File: config.mk
export PLATFORM = sky130hd
export DESIGN_NAME = sdmrc_axis
export DESIGN_NICKNAME = d
export VERILOG_FILES = /design/src/hw/rtl/sdmrc_pkg.sv /design/src/hw/rtl/sdmrc_axis.sv
export SDC_FILE = /design/constraint.sdc
export NUM_CORES = 2
export LEC_CHECK = 0
export BUFFER_PORTS_ARGS = -buffer_cell sky130_fd_sc_hd__buf_2
export CORE_MARGIN = 2
export CORE_UTILIZATION = 30
export CTS_BUF_LIST = sky130_fd_sc_hd__clkbuf_8 sky130_fd_sc_hd__clkbuf_16
export CTS_CLUSTER_DIAMETER = 40
export DETAILED_ROUTE_END_ITERATION = 10
export GPL_ROUTABILITY_DRIVEN = 0
export SLEW_MARGIN = 20
export SYNTH_ARGS = -nofsm -noshare
export SYNTH_HDL_FRONTEND = slang
export SYNTH_SLANG_ARGS = --single-unit
File: constraint.sdc
create_clock -name clk -period 7.5 [get_ports clk]
set_input_delay 0.375 -clock clk [delete_from_list [all_inputs] [get_ports clk]]
set_output_delay 0.375 -clock clk [all_outputs]
set_load 0.005 [all_outputs]
File: src/hw/rtl/sdmrc_pkg.sv
// shared constants and types for the stick deadzone map and radial clamp
// used by sdmrc_axis, sdmrc_radial and the top level
package sdmrc_pkg;

    localparam int RAW_W   = 12;
    localparam int OUTER_W = 11;
    localparam int OUT_W   = 15;

    localparam logic [13:0] MID     = 14'd16383;
    localparam logic [14:0] GAIN_HI = 15'd16384;
    localparam logic [56:0] MID_SQ  = 57'd268402689;

    // axis map widths
    localparam int AX_NUM_W = 14;
    localparam int AX_Q_W   = 28;
    localparam int AX_MAG_W = 28;

    // radial clamp widths
    localparam int SQ_W     = 57;
    localparam int ROOT_W   = 45;
    localparam int SREM_W   = 48;
    localparam int PROD_W   = 42;
    localparam int DREM_W   = 58;
    localparam int SC_Q_W   = 15;

    localparam int LATENCY = 96;

    localparam logic [2:0] REG_CENTER_X = 3'd0;
    localparam logic [2:0] REG_CENTER_Y = 3'd1;
    localparam logic [2:0] REG_LOW_X    = 3'd2;
    localparam logic [2:0] REG_HIGH_X   = 3'd3;
    localparam logic [2:0] REG_LOW_Y    = 3'd4;
    localparam logic [2:0] REG_HIGH_Y   = 3'd5;
    localparam logic [2:0] REG_INNER    = 3'd6;
    localparam logic [2:0] REG_OUTER    = 3'd7;

    typedef struct packed {
        logic [RAW_W-1:0]   center;
        logic [RAW_W-1:0]   low;
        logic [RAW_W-1:0]   high;
        logic [RAW_W-1:0]   inner;
        logic [OUTER_W-1:0] outer;
    } axis_cfg_t;

    typedef struct packed {
        logic                valid;
        logic                neg;
        logic [AX_MAG_W-1:0] mag;
    } axis_res_t;

endpackage

File: src/hw/rtl/sdmrc_axis.sv
// one axis: inner deadzone, outer trim clamp and split-range linear map
// gives the offset from mid-scale as sign and magnitude; uses sdmrc_pkg
module sdmrc_axis (
    input  logic                      clk,
    input  logic                      rst_n,
    input  logic                      in_valid,
    input  logic [sdmrc_pkg::RAW_W-1:0] raw,
    input  sdmrc_pkg::axis_cfg_t      cfg,
    output sdmrc_pkg::axis_res_t      res
);
    import sdmrc_pkg::*;

    // stage 1: trim limits and deadzone test
    logic               v1_reg;
    logic [RAW_W-1:0]   raw1_reg;
    logic signed [13:0] lo1_reg;
    logic signed [13:0] hi1_reg;
    logic               dz1_reg;

    logic signed [12:0] diff;
    logic [12:0]        adiff;
    logic signed [13:0] lo_next;
    logic signed [13:0] hi_next;

    always_comb
    begin
        diff    = $signed({1'b0, raw}) - $signed({1'b0, cfg.center});
        adiff   = diff[12] ? 13'(-diff) : 13'(diff);
        lo_next = $signed({2'b0, cfg.low}) + $signed({3'b0, cfg.outer});
        hi_next = $signed({2'b0, cfg.high}) - $signed({3'b0, cfg.outer});
    end

    always_ff @(posedge clk or negedge rst_n)
    begin
        if (!rst_n)
        begin
            v1_reg <= 1'b0;
        end
        else
        begin
            v1_reg <= in_valid;
        end
    end

    always_ff @(posedge clk)
    begin
        raw1_reg <= raw;
        lo1_reg  <= lo_next;
        hi1_reg  <= hi_next;
        dz1_reg  <= adiff < {1'b0, cfg.inner};
    end

    // stage 2: clamp, pick branch, numerator and span
    logic               v2_reg;
    logic               snap2_reg;
    logic               upper2_reg;
    logic               nneg2_reg;
    logic               dneg2_reg;
    logic [13:0]        nmag2_reg;
    logic [13:0]        dmag2_reg;

    logic signed [13:0] v14;
    logic signed [13:0] c14;
    logic signed [13:0] vc;
    logic               le;
    logic signed [14:0] num;
    logic signed [14:0] den;

    always_comb
    begin
        v14 = $signed({2'b0, raw1_reg});
        c14 = $signed({2'b0, cfg.center});
        priority if (v14 < lo1_reg)
            vc = lo1_reg;
        else if (v14 > hi1_reg)
            vc = hi1_reg;
        else
            vc = v14;
        le = vc <= c14;
        if (le)
        begin
            num = 15'(vc) - 15'(lo1_reg);
            den = 15'(c14) - 15'(lo1_reg);
        end
        else
        begin
            num = 15'(vc) - 15'(c14);
            den = 15'(hi1_reg) - 15'(c14);
        end
    end

    always_ff @(posedge clk or negedge rst_n)
    begin
        if (!rst_n)
        begin
            v2_reg <= 1'b0;
        end
        else
        begin
            v2_reg <= v1_reg;
        end
    end

    always_ff @(posedge clk)
    begin
        snap2_reg  <= dz1_reg || (den == 15'sd0);
        upper2_reg <= !le;
        nneg2_reg  <= num[14];
        dneg2_reg  <= den[14];
        nmag2_reg  <= num[14] ? 14'(-num) : 14'(num);
        dmag2_reg  <= den[14] ? 14'(-den) : 14'(den);
    end

    // stage 3 is divider entry 0: scaled numerator
    logic               dv_reg    [0:AX_Q_W];
    logic [AX_Q_W-1:0]  drem_reg  [0:AX_Q_W];
    logic [AX_Q_W-1:0]  dq_reg    [0:AX_Q_W];
    logic [13:0]        dden_reg  [0:AX_Q_W];
    logic               dneg_reg  [0:AX_Q_W];
    logic               dsnap_reg [0:AX_Q_W];
    logic               dup_reg   [0:AX_Q_W];

    logic [28:0] prod;

    assign prod = 29'(nmag2_reg) * 29'(upper2_reg ? GAIN_HI : {1'b0, MID});

    always_ff @(posedge clk or negedge rst_n)
    begin
        if (!rst_n)
        begin
            dv_reg[0] <= 1'b0;
        end
        else
        begin
            dv_reg[0] <= v2_reg;
        end
    end

    always_ff @(posedge clk)
    begin
        drem_reg[0]  <= prod[AX_Q_W-1:0];
        dq_reg[0]    <= '0;
        dden_reg[0]  <= dmag2_reg;
        dneg_reg[0]  <= nneg2_reg ^ dneg2_reg;
        dsnap_reg[0] <= snap2_reg;
        dup_reg[0]   <= upper2_reg;
    end

    // restoring divider, one quotient bit per stage, msb first
    genvar j;
    generate
        for (j = 1; j <= AX_Q_W; j++)
        begin : g_div
            logic [AX_Q_W+13:0] dvs;
            logic               ge;

            always_comb
            begin
                dvs = {{AX_Q_W{1'b0}}, dden_reg[j-1]} << (AX_Q_W - j);
                ge  = {14'b0, drem_reg[j-1]} >= dvs;
            end

            always_ff @(posedge clk or negedge rst_n)
            begin
                if (!rst_n)
                begin
                    dv_reg[j] <= 1'b0;
                end
                else
                begin
                    dv_reg[j] <= dv_reg[j-1];
                end
            end

            always_ff @(posedge clk)
            begin
                drem_reg[j]  <= ge ? drem_reg[j-1] - dvs[AX_Q_W-1:0] : drem_reg[j-1];
                dq_reg[j]    <= {dq_reg[j-1][AX_Q_W-2:0], ge};
                dden_reg[j]  <= dden_reg[j-1];
                dneg_reg[j]  <= dneg_reg[j-1];
                dsnap_reg[j] <= dsnap_reg[j-1];
                dup_reg[j]   <= dup_reg[j-1];
            end
        end
    endgenerate

    // output stage: signed offset from mid-scale
    logic                valid_reg;
    logic                neg_reg;
    logic [AX_MAG_W-1:0] mag_reg;

    logic signed [29:0] sq;
    logic signed [29:0] d;

    always_comb
    begin
        sq = $signed({2'b0, dq_reg[AX_Q_W]});
        if (dneg_reg[AX_Q_W])
            sq = -sq;
        if (!dup_reg[AX_Q_W])
            sq = sq - $signed({16'b0, MID});
        d = dsnap_reg[AX_Q_W] ? 30'sd0 : sq;
    end

    always_ff @(posedge clk or negedge rst_n)
    begin
        if (!rst_n)
        begin
            valid_reg <= 1'b0;
        end
        else
        begin
            valid_reg <= dv_reg[AX_Q_W];
        end
    end

    always_ff @(posedge clk)
    begin
        neg_reg <= d[29];
        mag_reg <= d[29] ? AX_MAG_W'(-d) : AX_MAG_W'(d);
    end

    assign res.valid = valid_reg;
    assign res.neg   = neg_reg;
    assign res.mag   = mag_reg;

endmodule

After elaboration in Yosys (flattened, before gate mapping)
Memories as Yosys holds them, arrays and structs flattened.
Cells that the tools add are included.
{ "totals": {"input_bits": 74, "word_cells": 168, "n_memories": 6, "mem_bits_rw": 2117, "ff_bits": 132, "output_inout_bits": 30} }
{ "op_classes": {"multipliers": 1, "n_bitwise": 1, "n_lt_le_gt_ge": 32, "mux": 40, "n_reduce_logical": 3, "n_addsub": 41} }
{ "mem_list": {"columns": ["name", "depth", "word_bits", "read_ports", "rd_ports_with_merged_regs", "write_ports", "line", "text"], "rows": [
  ["dq_reg", 29, 28, 29, 0, 29, "sdmrc_axis.sv:117", "logic [AX_Q_W-1:0] dq_reg [0:AX_Q_W];"],
  ["drem_reg", 29, 28, 28, 0, 29, "sdmrc_axis.sv:116", "logic [AX_Q_W-1:0] drem_reg [0:AX_Q_W];"],
  ["dden_reg", 29, 14, 28, 0, 29, "sdmrc_axis.sv:118", "logic [13:0] dden_reg [0:AX_Q_W];"],
  ["dneg_reg", 29, 1, 29, 0, 29, "sdmrc_axis.sv:119", "logic dneg_reg [0:AX_Q_W];"],
  ["dsnap_reg", 29, 1, 29, 0, 29, "sdmrc_axis.sv:120", "logic dsnap_reg [0:AX_Q_W];"],
  ["dup_reg", 29, 1, 29, 0, 29, "sdmrc_axis.sv:121", "logic dup_reg [0:AX_Q_W];"]
]} }
{ "op_table": {"columns": ["operator", "n"], "rows": [
  ["$mux 28", 29],
  ["$sub 28x28->28", 14],
  ["$mux 30", 3],
  ["$mux 14", 4],
  ["$mux 15", 3],
  ["$ge 28x41->1", 1],
  ["$ge 28x40->1", 1],
  ["$ge 28x39->1", 1],
  ["$ge 28x38->1", 1],
  ["$ge 28x37->1", 1],
  ["$ge 28x36->1", 1],
  ["$ge 28x35->1", 1],
  ["$ge 28x34->1", 1],
  ["$ge 28x33->1", 1],
  ["$ge 28x32->1", 1],
  ["$ge 28x31->1", 1],
  ["$ge 28x30->1", 1],
  ["$neg 28->30", 1],
  ["$sub 30x15->30 const B", 1],
  ["$ge 28x29->1", 1],
  ["$ge 28x14->1", 1],
  ["$ge 28x15->1", 1],
  ["$ge 28x16->1", 1],
  ["$ge 28x17->1", 1],
  ["45 further kinds", 46]
]} }

Longest topological paths before layout
An unclocked memory read counts as a cell.
{ "depth": {"depth_word": 8, "depth_mapped": 30} }

Worst setup path after synthesis
OpenSTA, ideal clock, no wires.
{ "synth_timing": {"path_type": "flip-flop to flip-flop", "startpoint": "register upper2_reg", "endpoint": "memory drem_reg[0][24]", "setup_ns": 0.072, "setup_slack_ns": 1.199, "path_stages_with_launch": 21, "period_less_slack_ns": 6.301, "t_arrival_ns": 6.229, "required_ns": 7.428, "cell_sequence": "dfxtp_1 -> clkbuf_1 -> clkbuf_1 -> nor2b_1 -> fa_1 -> fa_1 -> inv_1 -> fa_1 -> fa_1 -> fa_1 -> inv_1 -> fa_1 -> ha_1 -> a21o_1 -> a21o_1 -> a21o_1 -> a211oi_1 -> o21ai_0 -> a31o_2 -> a21oi_1 -> xnor2_1"} }
{ "synth_rtl": {"columns": ["element", "line", "text"], "rows": [
  ["start, declared", "sdmrc_axis.sv:56", "logic upper2_reg;"],
  ["start signal, assigned", "sdmrc_axis.sv:107", "upper2_reg <= !le;"],
  ["end, declared", "sdmrc_axis.sv:116", null]
]} }

==> flow_summary.html <==
<table>
<tr><th>Metric</th><th>Value</th></tr>
<tr><th colspan="2">Timing</th></tr>
<tr><td>Timing-limited maximum frequency</td><td>around 150 MHz</td></tr>
<tr><td>Worst Tran Pin Value</td><td>1.02 ns</td></tr>
<tr><td>Aggregate negative setup slack</td><td>0 ns</td></tr>
<tr><td>Final setup violation count</td><td>0</td></tr>
<tr><td>Number of hold violations in the final report</td><td>0</td></tr>
<tr><td>RSZ-0062 raised after global routing</td><td>false</td></tr>
<tr><td>Clock period minus final worst setup slack</td><td>6.60 ns</td></tr>
<tr><td>Part of the cycle the worst path needs</td><td>between 80 and 90%</td></tr>
<tr><td>Slew HR</td><td>approximately 31%</td></tr>
<tr><td>Pins Over Slew Limit</td><td>0</td></tr>
<tr><td>Post-route clock skew</td><td>between 0.07 and 0.08 ns</td></tr>
<tr><th colspan="2">Clock network</th></tr>
<tr><td>H-tree depth</td><td>4</td></tr>
<tr><td>Clock root buffer</td><td>sky130_fd_sc_hd__clkbuf_16</td></tr>
<tr><td>TritonCTS Buffers</td><td>~190</td></tr>
<tr><td>Number of hold buffers added after CTS</td><td>41</td></tr>
<tr><td>Gates resized, CTS repair</td><td>0</td></tr>
<tr><td>Sink Count</td><td>1801</td></tr>
<tr><td>Clock transition at the register clock pins on the worst setup and hold paths after CTS</td><td>0.06 ns</td></tr>
<tr><td>Worst-Skew Late Latency</td><td>0.81 ns</td></tr>
<tr><td>CTS tree</td><td>built</td></tr>
<tr><td>Deepest clock path buffer count</td><td>3</td></tr>
<tr><td>Post-CTS setup-driven buffer insertion count</td><td>0</td></tr>
<tr><th colspan="2">Setup path</th></tr>
<tr><td>Data arrival time at the worst-slack endpoint</td><td>around 7.3 ns</td></tr>
<tr><td>Reg2reg setup slack</td><td>0.90 ns</td></tr>
<tr><td>Critical setup path kind</td><td>reg -&gt; reg</td></tr>
<tr><td>WP data required</td><td>slightly above 8 ns</td></tr>
<tr><td>Maximum fanout count along the critical path</td><td>14</td></tr>
<tr><td>Crit path capture type</td><td>flop</td></tr>
<tr><td>Kind of start point of the critical path</td><td>flop</td></tr>
<tr><th colspan="2">Global route</th></tr>
<tr><td>First-pass GRT wire length</td><td>222000 um</td></tr>
<tr><td>Total GRT Usage</td><td>11.7%</td></tr>
<tr><td>Overall overflow remaining after global route</td><td>0</td></tr>
<tr><td>Via count of the first global-routing pass</td><td>44800</td></tr>
<tr><td>Pin count of the biggest net entering global routing</td><td>43</td></tr>
<tr><td>Antenna violations before repair</td><td>0</td></tr>
<tr><th colspan="2">Synth</th></tr>
<tr><td>Yosys reg bits</td><td>1801</td></tr>
<tr><td>Sequential fraction of the synthesis area</td><td>53.5%</td></tr>
<tr><td>Most used flip-flop cell after synthesis</td><td>sky130_fd_sc_hd__dfxtp_1</td></tr>
<tr><td>Synth async-reset ratio</td><td>1.78%</td></tr>
<tr><td>Post-Synthesis Cells</td><td>approximately 6400</td></tr>
<tr><td>Total of warnings raised by yosys</td><td>0</td></tr>
<tr><td>Synthesized net count</td><td>7114</td></tr>
<tr><td>Mean post-synth cell area</td><td>10.5 um^2</td></tr>
<tr><td>Mapped cell area</td><td>0.0677 mm^2</td></tr>
<tr><td>Number of synthesized flops with an enable pin</td><td>0</td></tr>
<tr><td>Number of library cell types mapped by synthesis</td><td>81</td></tr>
<tr><th colspan="2">Status</th></tr>
<tr><td>Status</td><td>completed</td></tr>
<tr><th colspan="2">Final layout</th></tr>
<tr><td>Share of post-route cells with drive strength above 1</td><td>8.47%</td></tr>
<tr><td>Fin nets</td><td>about 7400</td></tr>
<tr><td>Flip-flop and latch area</td><td>roughly 0.036 mm^2</td></tr>
<tr><td>Area occupied by multi-input gates</td><td>0.0286 mm^2</td></tr>
<tr><td>Most common cell after layout, fill and taps aside</td><td>sky130_fd_sc_hd__dfxtp_1</td></tr>
<tr><td>Highest-count cells in the layout ignoring fill and taps</td><td>1769 x sky130_fd_sc_hd__dfxtp_1, 711 x sky130_fd_sc_hd__inv_1, 509 x sky130_fd_sc_hd__ha_1</td></tr>
<tr><td>Count of inserted antenna diode cells</td><td>0</td></tr>
<tr><td>Number of flip-flops under the largest register name</td><td>between 700 and 800</td></tr>
<tr><td>Final-layout fill cell count</td><td>roughly 22000</td></tr>
<tr><td>P&amp;R area growth vs syn</td><td>16.8%</td></tr>
<tr><th colspan="2">Floorplan</th></tr>
<tr><td>Std-Cell Core Area</td><td>0.224 mm^2</td></tr>
<tr><td>Die H</td><td>479 um</td></tr>
<tr><td>Row Count</td><td>between 150 and 200</td></tr>
<tr><td>Number of ports placed on the die boundary</td><td>104</td></tr>
<tr><td>Full die area</td><td>0.229 mm^2</td></tr>
<tr><td>Die X-Extent</td><td>approximately 480 um</td></tr>
<tr><td>Starting density of the core</td><td>between 30 and 40%</td></tr>
<tr><th colspan="2">Detailed routing</th></tr>
<tr><td>Number of DRC markers in iteration 0</td><td>between 1500 and 2000</td></tr>
<tr><td>Wirelength per Cell</td><td>13.8 um</td></tr>
<tr><td>Mean number of vias per cell</td><td>4.46</td></tr>
<tr><td>Count of unresolved DRC violations after routing</td><td>0</td></tr>
<tr><td>Vias after detailed routing</td><td>43900</td></tr>
<tr><td>Total Wirelength</td><td>approximately 140000 um</td></tr>
<tr><td>Length of the first detailed-routing pass in iterations</td><td>5</td></tr>
<tr><td>Post-DRT Antenna Nets</td><td>0</td></tr>
<tr><th colspan="2">Placement</th></tr>
<tr><td>Post-DP HPWL</td><td>106000 um</td></tr>
<tr><td>IO Port Bufs</td><td>103</td></tr>
<tr><th colspan="2">Run</th></tr>
<tr><td>Max capacitance violation total</td><td>0</td></tr>
<tr><th colspan="2">Hold path</th></tr>
<tr><td>Class of the most critical hold timing path</td><td>in -&gt; reg</td></tr>
</table>
## critical path: stages, from the launching register on
cell                       delay, ns
sky130_fd_sc_hd__dfxtp_1        0.41
sky130_fd_sc_hd__nor2b_1        0.34
sky130_fd_sc_hd__fa_1           0.55
sky130_fd_sc_hd__fa_1           0.85
sky130_fd_sc_hd__inv_1          0.12
sky130_fd_sc_hd__fa_1           0.59
sky130_fd_sc_hd__fa_1           0.53
sky130_fd_sc_hd__fa_1           0.52
sky130_fd_sc_hd__inv_1          0.06
sky130_fd_sc_hd__fa_1           0.48
sky130_fd_sc_hd__ha_1           0.37
sky130_fd_sc_hd__a21o_1         0.20
sky130_fd_sc_hd__a21o_1         0.17
sky130_fd_sc_hd__a21o_1         0.21
sky130_fd_sc_hd__a211oi_1       0.32
sky130_fd_sc_hd__o21ai_0        0.24
sky130_fd_sc_hd__nand2_1        0.16
sky130_fd_sc_hd__o211ai_1       0.10
sky130_fd_sc_hd__a21oi_1        0.19
sky130_fd_sc_hd__xnor2_1        0.14
## through the flow
step	area, um^2	util (%)	setup slack (ns)	instances	hold slack [ns]
2_1_floorplan	67700	-	1.20	6419	0.0794
3_3_place_gp	71800	32.0	0.961	9442	0.310
3_5_place_dp	71800	32.0	0.892	9442	0.312
4_1_cts	79000	35.2	0.871	9840	0.00296
5_1_grt	79000	35.2	0.381	9840	0.0354
6_report	79000	35.2	0.904	9840	0.0626
## per-layer routing
metal / part of all wire, % / wire (um) / global-route usage [%]
met1: 42 / 57600 / 13.3
met5: 0 / 0 / 0
met4: 3.6 / 4920 / 4.82
met2: 50 / 67700 / 21.3
met3: 4.1 / 5530 / 2.09
## cells in the mapped netlist (11+ instances only)
master,instances,area share [%]
sky130_fd_sc_hd__nand2b_1,84,0.78
sky130_fd_sc_hd__mux2_2,63,1.0
sky130_fd_sc_hd__a31oi_1,37,0.34
sky130_fd_sc_hd__ha_1,509,9.4
sky130_fd_sc_hd__or3_1,55,0.51
sky130_fd_sc_hd__nor2b_1,87,0.80
sky130_fd_sc_hd__nor4b_1,26,0.34
sky130_fd_sc_hd__a21boi_0,60,0.67
sky130_fd_sc_hd__nand2_1,392,2.2
sky130_fd_sc_hd__o31ai_1,67,0.74
sky130_fd_sc_hd__and4_1,11,0.14
sky130_fd_sc_hd__a21oi_1,278,2.1
sky130_fd_sc_hd__or4_1,31,0.34
sky130_fd_sc_hd__inv_1,687,3.8
sky130_fd_sc_hd__o21bai_1,20,0.22
sky130_fd_sc_hd__nand3_1,80,0.59
sky130_fd_sc_hd__a21o_1,112,1.2
sky130_fd_sc_hd__nor3_1,102,0.75
sky130_fd_sc_hd__nand3b_1,11,0.12
sky130_fd_sc_hd__a211oi_1,23,0.26
sky130_fd_sc_hd__o21ai_0,344,2.5
sky130_fd_sc_hd__o211ai_1,18,0.20
sky130_fd_sc_hd__fa_1,112,3.3
sky130_fd_sc_hd__xor2_1,161,2.1
sky130_fd_sc_hd__a41oi_1,14,0.18
sky130_fd_sc_hd__dfrtp_1,32,1.2
sky130_fd_sc_hd__a211o_1,12,0.16
sky130_fd_sc_hd__nor4_1,120,1.1
sky130_fd_sc_hd__xnor2_1,275,3.6
sky130_fd_sc_hd__dfxtp_1,1769,52
sky130_fd_sc_hd__a221oi_1,11,0.14
sky130_fd_sc_hd__or2_2,27,0.25
sky130_fd_sc_hd__and3_1,22,0.20
sky130_fd_sc_hd__nand4b_1,17,0.22
sky130_fd_sc_hd__nor2_1,348,1.9
sky130_fd_sc_hd__o21a_1,36,0.40
sky130_fd_sc_hd__clkbuf_1,83,0.46
sky130_fd_sc_hd__nand4_1,63,0.58
sky130_fd_sc_hd__and2_1,30,0.28
sky130_fd_sc_hd__mux2i_1,52,0.77
## layout make-up
cell class,instances,share of cell area (%)
Clock buffer,220,6.57
Clock inverter,137,2.07
Inverter,687,3.26
Multi-Input combinational cell,3839,36.2
Sequential cell,1801,45.8
Tap cell,2992,4.74
Timing Repair Buffer,164,1.36
## path summary, 6_finish.rpt
path | from | cells past startpoint | endpoint
setup reg to reg | upper2_reg | 19 | drem_reg[0][26]
setup / recovery | upper2_reg | 19 | drem_reg[0][26]
min in group asynchronous | rst_n | 2 | valid_reg
max in group asynchronous | rst_n | 2 | dv_reg[24]
hold / removal | cfg[33] | 3 | hi1_reg[10]
hold reg to reg | drem_reg[13][6] | 0 | drem_reg[14][6]
## cell families after synthesis
family	Yosys count	synth area share [%]
AOI/OAI and AO/OA	1130	10.4
xor gates and xnor gates	436	5.64
adders and majority gates	621	12.7
buffers and inverters	779	4.34
DFF	1801	53.5
muxes	115	1.82
other	1	0.00554
and+or+nand+nor	1536	11.5
Power is left out: the tool's default activity adds up to more than one toggle a clock period on the data nets, which glitch-free logic cannot reach.
